===== config.mk =====
export PLATFORM = sky130hd
export DESIGN_NAME = vn_queue
export DESIGN_NICKNAME = d
export VERILOG_FILES = /design/src/vn_pkg.sv /design/src/vn_queue.sv
export SDC_FILE = /design/constraint.sdc
export NUM_CORES = 1
export LEC_CHECK = 0
export BUFFER_PORTS_ARGS = -buffer_cell sky130_fd_sc_hd__buf_2
export CAP_MARGIN = 20
export CORE_MARGIN = 1.5
export CORE_UTILIZATION = 55
export DETAILED_ROUTE_END_ITERATION = 10
export HOLD_SLACK_MARGIN = 0.1
export PLACE_DENSITY_LB_ADDON = 0.3
export SYNTH_ARGS = -nofsm -noshare
export SYNTH_HDL_FRONTEND = slang
export SYNTH_SLANG_ARGS = --single-unit

===== constraint.sdc =====
create_clock -name clk_i -period 5.11 [get_ports clk_i]
set_input_delay 0.7665 -clock clk_i [delete_from_list [all_inputs] [get_ports clk_i]]
set_output_delay 0.7665 -clock clk_i [all_outputs]
set_load 0.02 [all_outputs]

===== src/vn_pkg.sv =====
`timescale 1ns / 1ps
// ----------------------------------------------------------------------------
// Vector normalize package
// Widths, stage records and the per-stage step functions of the normalizer.
// ----------------------------------------------------------------------------
package vn_pkg;

  localparam int unsigned CompWidth  = 16;
  localparam int unsigned UnitFrac   = 14;
  localparam int unsigned SumWidth   = 2 * CompWidth;
  localparam int unsigned UnitWidth  = UnitFrac + 2;
  localparam int unsigned SqrtSteps  = CompWidth;
  localparam int unsigned DivSteps   = UnitFrac + 1;
  localparam int unsigned BackStages = SqrtSteps + DivSteps;
  localparam int unsigned QueueDepth = 4;
  localparam int unsigned QueuePtrW  = $clog2(QueueDepth);

  localparam logic [UnitFrac:0] UnitOne = (UnitFrac + 1)'(1) << UnitFrac;

  // Entry handed from the front part to the back part.
  typedef struct packed {
    logic [SumWidth-1:0]       sum;
    logic [2:0][CompWidth-1:0] mag;
    logic [2:0]                neg;
    logic                      last;
  } queue_t;

  // Record carried through the root and divider stages.
  typedef struct packed {
    logic [SumWidth-1:0]       sum;
    logic [SumWidth-1:0]       rem;
    logic [SumWidth-1:0]       root;
    logic [CompWidth-1:0]      len;
    logic [2:0][CompWidth-1:0] mag;
    logic [2:0]                neg;
    logic [2:0][CompWidth-1:0] part;
    logic [2:0][UnitFrac:0]    quo;
    logic                      last;
  } stage_t;

  // One step of the digit-by-digit square root; idx selects the bit pair.
  function automatic stage_t sqrt_step(stage_t s, int unsigned idx);
    stage_t              o;
    logic [SumWidth-1:0] b;
    logic [SumWidth:0]   t;
    o = s;
    b = SumWidth'(1) << (2 * idx);
    t = {1'b0, s.root} + {1'b0, b};
    if ({1'b0, s.rem} >= t) begin
      o.rem  = s.rem - t[SumWidth-1:0];
      o.root = (s.root >> 1) + b;
    end else begin
      o.root = s.root >> 1;
    end
    return o;
  endfunction

  // Sets up the restoring division once the root is known.
  function automatic stage_t div_init(stage_t s);
    stage_t o;
    o = s;
    o.len = s.root[CompWidth-1:0];
    for (int l = 0; l < 3; l++) begin
      o.part[l] = s.mag[l] >> 1;
      o.quo[l]  = '0;
    end
    return o;
  endfunction

  // One quotient bit per lane. The first step brings in the magnitude's low
  // bit; the dividend's remaining bits are zero.
  function automatic stage_t div_step(stage_t s, logic first);
    stage_t             o;
    logic [CompWidth:0] t;
    o = s;
    for (int l = 0; l < 3; l++) begin
      t = {s.part[l], first & s.mag[l][0]};
      if (t >= {1'b0, s.len}) begin
        o.part[l] = CompWidth'(t - {1'b0, s.len});
        o.quo[l]  = {s.quo[l][UnitFrac-1:0], 1'b1};
      end else begin
        o.part[l] = t[CompWidth-1:0];
        o.quo[l]  = {s.quo[l][UnitFrac-1:0], 1'b0};
      end
    end
    return o;
  endfunction

endpackage


===== src/vn_queue.sv =====
`timescale 1ns / 1ps
// ----------------------------------------------------------------------------
// Vector normalize queue
// Short first-in first-out queue between the front and back parts.
// ----------------------------------------------------------------------------
module vn_queue (
  input  logic           clk_i,
  input  logic           rst_ni,
  input  logic           push_i,
  input  vn_pkg::queue_t push_data_i,
  output logic           push_ready_o,
  output logic           pop_valid_o,
  output vn_pkg::queue_t pop_data_o,
  input  logic           pop_i
);
  import vn_pkg::*;

  queue_t               mem_q [QueueDepth];
  logic [QueuePtrW-1:0] wr_q, rd_q;
  logic [QueuePtrW:0]   cnt_q;
  logic                 do_push, do_pop;

  assign push_ready_o = cnt_q != (QueuePtrW + 1)'(QueueDepth);
  assign pop_valid_o  = cnt_q != '0;
  assign do_push      = push_i && push_ready_o;
  assign do_pop       = pop_i && pop_valid_o;
  assign pop_data_o   = mem_q[rd_q];

  always_ff @(posedge clk_i or negedge rst_ni) begin
    if (!rst_ni) begin
      wr_q  <= '0;
      rd_q  <= '0;
      cnt_q <= '0;
    end else begin
      if (do_push) wr_q <= wr_q + 1'b1;
      if (do_pop)  rd_q <= rd_q + 1'b1;
      cnt_q <= cnt_q + (QueuePtrW + 1)'(do_push) - (QueuePtrW + 1)'(do_pop);
    end
  end

  always_ff @(posedge clk_i) begin
    if (do_push) mem_q[wr_q] <= push_data_i;
  end

endmodule


==> out/results.txt <==
status -> finished, final reports clean
sequential power share -> 44.4%
synthesized area -> 12600 µm²
Synth cell types -> 22
DR DRC count -> 0
routed vias/inst -> 5.81
number of global-route vias before repair -> 6219
Initial Utilization -> 55.9%
DRT iter0 DRCs -> 394
share of cells above drive strength 1 -> 45.5%
CP delay by family, top -> flip-flops
Synth Area in XOR/XNOR -> 0.278%
peak supply drop -> 0.477 mV
Post-CTS Setup Bufs -> 0
Die Wd -> 155 µm
largest family of logic cells by synthesized area -> multiplexers
Post-synth EDFFs -> 336
gr usage total -> 19.9%
Yosys warnings -> 0
die area -> 23900 µm²
Synth Area per Inst -> 26.3 µm²
Max Cap Viol -> 0
H-Tree Depth -> 2
Die Ht -> 155 µm
post-route minimum period -> 3500 ps
Syn-to-layout area delta -> 18.1%
Avg WL per Cell -> 23.0 µm
max incr delay on CP -> 920 ps
Net Sw Power -> 0.00284 W
Placer Congestion -> 0.755
Pins Over Slew Limit -> 0
Tightest Pin Transition -> 1030 ps
CTS tree -> built
largest net degree at the start of global routing -> 64
row cnt -> 55
maximum clock rate -> 286 MHz
most frequent cells in the layout -> 336 x edfxtp_1, 173 x buf_2, 84 x mux4_2, 35 x clkbuf_16
Compound-Gate Fraction of Synth Area -> 0.258%
CTS Buf Count -> 34
WP data arrival -> 2730 ps
Worst-path clk slew -> 60 ps
Buffers on Ports -> 173
CTS sink count -> 343
I/O pin count -> 174
Sw Ratio -> 31.2%
multiplexer area fraction after synthesis -> 15.0%
Max-Slew Margin vs Limit -> 31.2%
Primary FF master, synth -> edfxtp_1
post-DP HPWL -> 13.5 mm
post-layout util -> 66.1%
Root Driver -> clkbuf_16
simple logic cell fraction of the synthesized area -> 0.793%
NumNets Final -> 776
Combinational Power Share -> 29.2%
Worst Setup Start Kind -> register
post-CTS resize count -> 0
final wirelength -> 22.8 mm
Setup crit end kind -> primary output
first-pass GRT wire length -> 35.2 mm
Post-Synth Adder-Cell Area -> 0.753%
clock power share -> 26.4%
Int Power -> 0.00627 W
Crit Path Class -> register to primary output
part of the cycle the worst path needs -> 68.4%
Mapped Cells -> 480
antenna violations before repair -> 7
WP buf/inv -> 2
Leakage -> 5.09 nW
Power Density -> 611 nW/µm²
maximum clock path buffer count -> 3
final hold violation count -> 0
core region area -> 22600 µm²
worst skew pair latency -> 510 ps
antenna-violating nets left -> 0
cells along the critical path -> buf_4 -> mux4_2 -> buf_2
Worst Hold Class -> primary input to register
Vias -> 5767
TritonRoute pass-1 iters -> 6
total congestion overflow -> 0
commonest non-fill, non-tap cell in the layout -> edfxtp_1
Worst Path Required -> 4340 ps
Synth Register Bits -> 343
async set or reset register ratio after synthesis -> 2.04%
clk_skew -> 15.7 ps
sequential-to-total area share from yosys stat -> 81.3%
Post-Syn Nets -> 575
Slowest-stage cell, CP -> dfrtp_4
setup TNS -> 0 ps
final setup fails -> 0
Crit Path Max Fanout -> 37
RSZ-0062 raised after global routing -> false
[synthesized netlist by cell type (3+ instances only)]
cell	count	area share, %
and3b_1	4	0.28
buf_1	3	0.089
buf_12	5	0.79
buf_2	6	0.24
buf_4	4	0.24
dfrtp_1	7	1.4
edfxtp_1	336	80
ha_1	6	0.59
inv_1	6	0.18
mux4_2	84	15
nand2b_1	4	0.20
xnor2_1	3	0.21
[path summary, 6_finish.rpt]
kind	from	endpoint	slack, ps	depth (start not counted)
setup / recovery	rd_q[0]	pop_data_o[30]	1610	3
min in group asynchronous	rst_ni	wr_q[0]	640	2
setup reg to reg	cnt_q[1]	cnt_q[2]	2480	9
max in group asynchronous	rst_ni	rd_q[1]	4270	2
hold / removal	push_data_i[12]	mem_q[0][12]	470	1
hold reg to reg	wr_q[1]	wr_q[1]	620	2
[power groups by stage]
stage | clock [W] | sequential [W] | combinational [W]
2_1_floorplan | 0 | 0.00390 | 0.00210
3_3_place_gp | 0 | 0.00408 | 0.00263
3_5_place_dp | 0 | 0.00412 | 0.00266
4_1_cts | 0.00245 | 0.00407 | 0.00269
5_1_grt | 0.00256 | 0.00412 | 0.00284
6_report | 0.00240 | 0.00405 | 0.00266
[through the flow]
step | hold slack, ps | cells | setup slack [ps] | cell area [µm²] | total power, W
after floorplan | 471 | 480 | 1880 | 12600 | 0.00600
after global placement | 560 | 927 | 2090 | 13700 | 0.00671
after detailed placement | 599 | 927 | 2070 | 13700 | 0.00679
after CTS | 454 | 987 | 1530 | 14800 | 0.00921
after global routing | 455 | 990 | 1400 | 14900 | 0.00952
final | 471 | 993 | 1610 | 14900 | 0.00911
[repair_timing]
action	CTS	global route
endpoints found under the hold margin	7	0
setup endpoints to repair	0	0
hold buffers	1	0
[kinds of logic after synthesis]
group           after synthesis
xor+xnor                      4
compound gates                4
mux                          84
simple gates                 13
flops                       343
fa+ha+maj                     7
buf+inv                      25
[registers in the layout, indices dropped and copies added (netlist names)]
name and count:
cnt_q 3, mem_q 336, rd_q 2, wr_q 2
[layer usage]
layer	vias up	wire [µm]	GRT usage, %
li1	2477	-	-
met1	3012	8760	26.2
met2	230	11800	33.0
met3	42	1800	5.41
met4	6	453	5.63
met5	-	37	0
[area by class of cell]
| type | instances | area [µm²] |
|---|---|---|
| diodes | 4 | 10.0 |
| repair buffers | 184 | 991 |
| inverters | 6 | 22.5 |
| well taps | 285 | 357 |
| flip-flops and latches | 343 | 10300 |
| clock inverters | 16 | 181 |
| fillers | 1445 | 7660 |
| clock buffers | 43 | 906 |
| multi-input cells | 112 | 2170 |
(Power assumes the default switching activity.)
