## src/vn_pkg.sv

```systemverilog
`timescale 1ns / 1ps
// ----------------------------------------------------------------------------
// Vector normalize package
// Widths, stage records and the per-stage step functions of the normalizer.
// ----------------------------------------------------------------------------
package vn_pkg;

  localparam int unsigned CompWidth  = 16;
  localparam int unsigned UnitFrac   = 14;
  localparam int unsigned SumWidth   = 2 * CompWidth;
  localparam int unsigned UnitWidth  = UnitFrac + 2;
  localparam int unsigned SqrtSteps  = CompWidth;
  localparam int unsigned DivSteps   = UnitFrac + 1;
  localparam int unsigned BackStages = SqrtSteps + DivSteps;
  localparam int unsigned QueueDepth = 4;
  localparam int unsigned QueuePtrW  = $clog2(QueueDepth);

  localparam logic [UnitFrac:0] UnitOne = (UnitFrac + 1)'(1) << UnitFrac;

  // Entry handed from the front part to the back part.
  typedef struct packed {
    logic [SumWidth-1:0]       sum;
    logic [2:0][CompWidth-1:0] mag;
    logic [2:0]                neg;
    logic                      last;
  } queue_t;

  // Record carried through the root and divider stages.
  typedef struct packed {
    logic [SumWidth-1:0]       sum;
    logic [SumWidth-1:0]       rem;
    logic [SumWidth-1:0]       root;
    logic [CompWidth-1:0]      len;
    logic [2:0][CompWidth-1:0] mag;
    logic [2:0]                neg;
    logic [2:0][CompWidth-1:0] part;
    logic [2:0][UnitFrac:0]    quo;
    logic                      last;
  } stage_t;

  // One step of the digit-by-digit square root; idx selects the bit pair.
  function automatic stage_t sqrt_step(stage_t s, int unsigned idx);
    stage_t              o;
    logic [SumWidth-1:0] b;
    logic [SumWidth:0]   t;
    o = s;
    b = SumWidth'(1) << (2 * idx);
    t = {1'b0, s.root} + {1'b0, b};
    if ({1'b0, s.rem} >= t) begin
      o.rem  = s.rem - t[SumWidth-1:0];
      o.root = (s.root >> 1) + b;
    end else begin
      o.root = s.root >> 1;
    end
    return o;
  endfunction

  // Sets up the restoring division once the root is known.
  function automatic stage_t div_init(stage_t s);
    stage_t o;
    o = s;
    o.len = s.root[CompWidth-1:0];
    for (int l = 0; l < 3; l++) begin
      o.part[l] = s.mag[l] >> 1;
      o.quo[l]  = '0;
    end
    return o;
  endfunction

  // One quotient bit per lane. The first step brings in the magnitude's low
  // bit; the dividend's remaining bits are zero.
  function automatic stage_t div_step(stage_t s, logic first);
    stage_t             o;
    logic [CompWidth:0] t;
    o = s;
    for (int l = 0; l < 3; l++) begin
      t = {s.part[l], first & s.mag[l][0]};
      if (t >= {1'b0, s.len}) begin
        o.part[l] = CompWidth'(t - {1'b0, s.len});
        o.quo[l]  = {s.quo[l][UnitFrac-1:0], 1'b1};
      end else begin
        o.part[l] = t[CompWidth-1:0];
        o.quo[l]  = {s.quo[l][UnitFrac-1:0], 1'b0};
      end
    end
    return o;
  endfunction

endpackage

```

## src/vn_in_if.sv

```systemverilog
`timescale 1ns / 1ps
// ----------------------------------------------------------------------------
// Vector input channel
// Valid/ready channel carrying one vector per item.
// ----------------------------------------------------------------------------
interface vn_in_if;
  logic               valid;
  logic               ready;
  logic signed [15:0] comp_x;
  logic signed [15:0] comp_y;
  logic signed [15:0] comp_z;
  logic               is_last;

  modport source (output valid, comp_x, comp_y, comp_z, is_last, input ready);
  modport sink   (input valid, comp_x, comp_y, comp_z, is_last, output ready);
endinterface

```

## src/vn_front.sv

```systemverilog
`timescale 1ns / 1ps
// ----------------------------------------------------------------------------
// Vector normalize front part
// Takes items, splits sign from magnitude, squares and sums the components.
// ----------------------------------------------------------------------------
module vn_front (
  input  logic             clk_i,
  input  logic             rst_ni,
  vn_in_if.sink            in_i,
  output logic             push_o,
  output vn_pkg::queue_t   push_data_o,
  input  logic             push_ready_i
);
  import vn_pkg::*;

  logic                             f1_v_q, f2_v_q;
  logic [2:0][CompWidth-1:0]        f1_mag_q;
  logic [2:0]                       f1_neg_q, f2_neg_q;
  logic                             f1_last_q, f2_last_q;
  logic [2:0][CompWidth-1:0]        f2_mag_q;
  logic [2:0][SumWidth-1:0]         f2_sq_q;
  logic                             f1_rdy, f2_rdy;
  logic [2:0][CompWidth-1:0]        raw;

  assign raw    = {in_i.comp_z, in_i.comp_y, in_i.comp_x};
  assign f2_rdy = !f2_v_q || push_ready_i;
  assign f1_rdy = !f1_v_q || f2_rdy;
  assign in_i.ready = f1_rdy;

  always_ff @(posedge clk_i or negedge rst_ni) begin
    if (!rst_ni) begin
      f1_v_q <= 1'b0;
      f2_v_q <= 1'b0;
    end else begin
      if (f1_rdy) f1_v_q <= in_i.valid;
      if (f2_rdy) f2_v_q <= f1_v_q;
    end
  end

  always_ff @(posedge clk_i) begin
    if (f1_rdy && in_i.valid) begin
      for (int l = 0; l < 3; l++) begin
        f1_neg_q[l] <= raw[l][CompWidth-1];
        f1_mag_q[l] <= raw[l][CompWidth-1] ? CompWidth'(~raw[l] + 1'b1) : raw[l];
      end
      f1_last_q <= in_i.is_last;
    end
    if (f2_rdy && f1_v_q) begin
      for (int l = 0; l < 3; l++) begin
        f2_sq_q[l] <= f1_mag_q[l] * f1_mag_q[l];
      end
      f2_mag_q  <= f1_mag_q;
      f2_neg_q  <= f1_neg_q;
      f2_last_q <= f1_last_q;
    end
  end

  assign push_o           = f2_v_q;
  assign push_data_o.sum  = f2_sq_q[0] + f2_sq_q[1] + f2_sq_q[2];
  assign push_data_o.mag  = f2_mag_q;
  assign push_data_o.neg  = f2_neg_q;
  assign push_data_o.last = f2_last_q;

endmodule

```

## src/flat_wrapper.sv

```systemverilog
// flat-port wrapper written by rule: the top's interface ports become plain ports
module vn_front_flat import vn_pkg::*;
  (clk_i, rst_ni, push_o, push_data_o, push_ready_i, in_i_valid, in_i_comp_x, in_i_comp_y, in_i_comp_z, in_i_is_last, in_i_ready);
  vn_in_if in_i_i ();
  input  logic clk_i;
  input  logic rst_ni;
  output logic push_o;
  output vn_pkg::queue_t push_data_o;
  input  logic push_ready_i;
  input wire logic [$bits(in_i_i.valid)-1:0] in_i_valid;
  input wire logic [$bits(in_i_i.comp_x)-1:0] in_i_comp_x;
  input wire logic [$bits(in_i_i.comp_y)-1:0] in_i_comp_y;
  input wire logic [$bits(in_i_i.comp_z)-1:0] in_i_comp_z;
  input wire logic [$bits(in_i_i.is_last)-1:0] in_i_is_last;
  output wire logic [$bits(in_i_i.ready)-1:0] in_i_ready;
  assign in_i_i.valid = in_i_valid;
  assign in_i_i.comp_x = in_i_comp_x;
  assign in_i_i.comp_y = in_i_comp_y;
  assign in_i_i.comp_z = in_i_comp_z;
  assign in_i_i.is_last = in_i_is_last;
  assign in_i_ready = in_i_i.ready;
  vn_front u_core (.clk_i(clk_i), .rst_ni(rst_ni), .in_i(in_i_i), .push_o(push_o), .push_data_o(push_data_o), .push_ready_i(push_ready_i));
endmodule
```

## config.mk

```make
export PLATFORM = sky130hd
export DESIGN_NAME = vn_front_flat
export DESIGN_NICKNAME = d
export VERILOG_FILES = /design/src/vn_pkg.sv /design/src/vn_in_if.sv /design/src/vn_front.sv /design/src/flat_wrapper.sv
export SDC_FILE = /design/constraint.sdc
export NUM_CORES = 2
export LEC_CHECK = 0
export BUFFER_PORTS_ARGS = -buffer_cell sky130_fd_sc_hd__buf_4
export CAP_MARGIN = 15
export CORE_MARGIN = 1.5
export CORE_UTILIZATION = 50
export DETAILED_ROUTE_END_ITERATION = 10
export GPL_TIMING_DRIVEN = 0
export PLACE_DENSITY = 0.73
export SYNTH_ARGS = -nofsm -noshare
export SYNTH_HDL_FRONTEND = slang
export SYNTH_SLANG_ARGS = --single-unit
```

## constraint.sdc

```tcl
create_clock -name clk_i -period 10 [get_ports clk_i]
set_input_delay 1.5 -clock clk_i [delete_from_list [all_inputs] [get_ports clk_i]]
set_output_delay 1.5 -clock clk_i [all_outputs]
set_load 0.005 [all_outputs]
```

==> run summary <==
leading area contributor after synthesis - fa_1
most used cell, CP - fa_1
Worst Path Required - 10.25 ns
Max Cap Viol - 0
Die Span X - 253 um
CP cell instances - clkbuf_1, clkbuf_1, nand2_1, fa_1, fa_1, inv_1, fa_1, fa_1, fa_1, inv_1, fa_1, inv_1, ha_1, nand2_1, nor3_1, a32oi_1, o41ai_1, o211ai_1, a31oi_1, xor2_1
ANT nets after route - 0
register area share after synthesis - 18.8%
critical path depth - 20
slowest cell delay on critical path - 0.55 ns
R2R setup slack - 2.93 ns
commonest non-fill, non-tap cell in the layout - inv_1
Slew @ Worst Pin - 0.837 ns
layout cells sized above 1 - 6.51%
Wirelength per Cell - 16.8 um
DRC Markers - 0
initial antenna violation count - 2
fin crit share - 70.7%
CTS root buf - clkbuf_16
core area - 61,700 um2
Worst Setup End Kind - flop
First-pass DRT Iterations - 6
Final HPWL DP - 58.9 mm
HP Start - u_core.f1_last_q$_DFFE_PP_
Worst Hold End - u_core.f2_last_q$_DFFE_PP_
CP max-delay cell - fa_1
placed cell area - 33,400 um2
Slew Limit Fails - 0
# hold bufs at CTS - 0
Worst-path clk slew - 0.09 ns
Yosys warning count - 0
DIE AREA - 64,100 um2
synth-to-layout area growth - 8.71%
Final Hold Violating Endpoints - 0
type of origin of the critical path - flop
commonest cells after routing, fill and taps aside - 760 x inv_1, 520 x fa_1, 329 x ha_1
Hold Path Cell Cnt - 0
nets - 4,240
Clock Latency Late Sink - 0.50 ns
crit path kind - reg -> reg
placed cell count - 4,156
synth top area cells - fa_1 33%, edfxtp_1 19%, ha_1 13%, inv_1 9.1%, xnor2_1 3.7%
Filler cells - 5,505
TritonCTS clock tree - done
number of setup buffers added after CTS - 0
unrepaired setup endpoints after global routing - no
RR Startpoint - u_core.f1_mag_q[1]$_DFFE_PP_
clk buf depth - 2
delay-heaviest family, CP - adder cells
relative slew slack - 44.2%
final setup vio count - 0
Mapped Area - 31,300 um2
Routed WL - 70.6 mm
area share of the largest cell type after synthesis - 33.3%
Die Y-Extent - 253 um
number of synthesized flops with an enable pin - 194
# H-tree levels - 4
GRT Util Overall - 23.5%
post-layout min period - 7.07 ns
clock skew - 0.0128 ns
critical path peak fanout - 10
final core utilization - 55.1%
Synth Flop Type - edfxtp_1
fin cells - 4,189
Hold Path Class - reg -> reg
Iteration-0 DRC Markers - 1,417
CP arrival - 7.32 ns
first-pass GRT wire length - 117 mm
crit path buf inv count - 5
register bit total from synthesis - 196
clk sinks - 196
status - finished, final reports clean
via count - 22,053
vias in the first global route - 23,141
fin area - 34,000 um2
reg2reg path depth - 20
total CTS buffers - 17
Final GP Congestion - 0.925
Async S/R FF share, synth - 1.02%
f_max - 141 MHz
syn avg cell area - 9.84 um2
detail-routed via count per cell - 5.26
synth unique cells - 75
setup TNS - 0 ns
FF-to-FF End - u_core.f2_sq_q[30]$_DFFE_PP_
port bufs - 138
GRT overflow - 0
largest net degree at the start of global routing - 57
PostCTS Resize Cnt - 0
Mapped Cells - 3,177
I/O Pins - 139
Worst Setup SP - u_core.f1_mag_q[1]$_DFFE_PP_
Initial Utilization - 50.7%
row cnt - 91
## per-stage QoR
stage               setup slack [ns]  hold slack (ns)
global route                    2.49            0.437
global placement                2.70            0.403
floorplan                       4.05            0.400
finish                          2.93            0.424
CTS                             2.98            0.426
detailed placement              3.03            0.408
## worst max path at each step
stage	endpoint
after floorplan	u_core.f2_sq_q[94]$_DFFE_PP_
after global placement	u_core.f2_sq_q[36]$_DFFE_PP_
after global routing	u_core.f2_sq_q[30]$_DFFE_PP_
final	u_core.f2_sq_q[30]$_DFFE_PP_
after detailed placement	u_core.f2_sq_q[30]$_DFFE_PP_
after CTS	u_core.f2_sq_q[30]$_DFFE_PP_
## kinds of logic (layout without fill, tap and decap cells)
family,count (synthesis),after routing,synth area share [%]
DFF,196,196,18.8
other,1,4,0.0120
AOI/OAI and AO/OA,412,412,8.77
buffers and inverters,846,1018,10.2
and+or+nand+nor,693,693,10.7
adders and majority gates,849,849,46.4
muxes,10,10,0.340
xor gates and xnor gates,170,170,4.76
## synthesized netlist by cell type (11+ instances only)
cell type / count
xor2_1: 38
or2_2: 11
xnor2_1: 132
fa_1: 520
ha_1: 329
nand4_1: 22
o31ai_1: 13
nand3_1: 25
a211oi_1: 18
nor3_1: 13
nand2_1: 298
a21oi_1: 120
a21o_1: 73
a31oi_1: 11
inv_1: 760
nand2b_1: 19
o21bai_1: 20
nor2b_1: 21
o21ai_0: 76
and2_1: 131
nor2_1: 96
edfxtp_1: 194
and3_1: 15
or3_1: 17
clkbuf_1: 80
## layer usage
metal / global-route usage, % / vias to the layer above / part of all wire, %
met5: 0 / - / 0
met2: 40.0 / 619 / 49
li1: - / 10334 / -
met3: 2.60 / 93 / 5.4
met4: 7.07 / 0 / 2.4
met1: 31.8 / 11007 / 43
## layout make-up
type	count	area (um2)	share of cell area [%]
multi-input cells	2137	22200	65.4
flip-flops and latches	196	5880	17.3
inverters	760	2850	8.39
repair buffers	140	1090	3.21
well taps	837	1050	3.08
clock buffers	18	429	1.26
plain buffers	86	339	0.997
clock inverters	14	140	0.412
diodes	1	2.50	0.00736
## worst register-to-register path, stage by stage (launching register included)
cell      delay, ns
edfxtp_1       0.47
clkbuf_1       0.48
clkbuf_1       0.53
nand2_1        0.15
fa_1           0.51
fa_1           0.55
inv_1          0.05
fa_1           0.49
fa_1           0.50
fa_1           0.49
inv_1          0.05
fa_1           0.48
inv_1          0.05
ha_1           0.39
nand2_1        0.10
nor3_1         0.21
a32oi_1        0.23
o41ai_1        0.52
o211ai_1       0.23
a31oi_1        0.24
xor2_1         0.10
## sequential cells by signal, indices dropped and copies added, names as in the netlist
signal	flops
u_core.f1_mag_q	48
u_core.f1_v_q	1
u_core.f1_last_q	1
u_core.f2_sq_q	93
u_core.push_data_o	45
u_core.f1_neg_q	3
u_core.push_o	1
u_core.f2_last_q	1
u_core.f2_neg_q	3
Power is not shown: default switching activity piles up to over one toggle a cycle in this logic, so the estimate is an artifact.
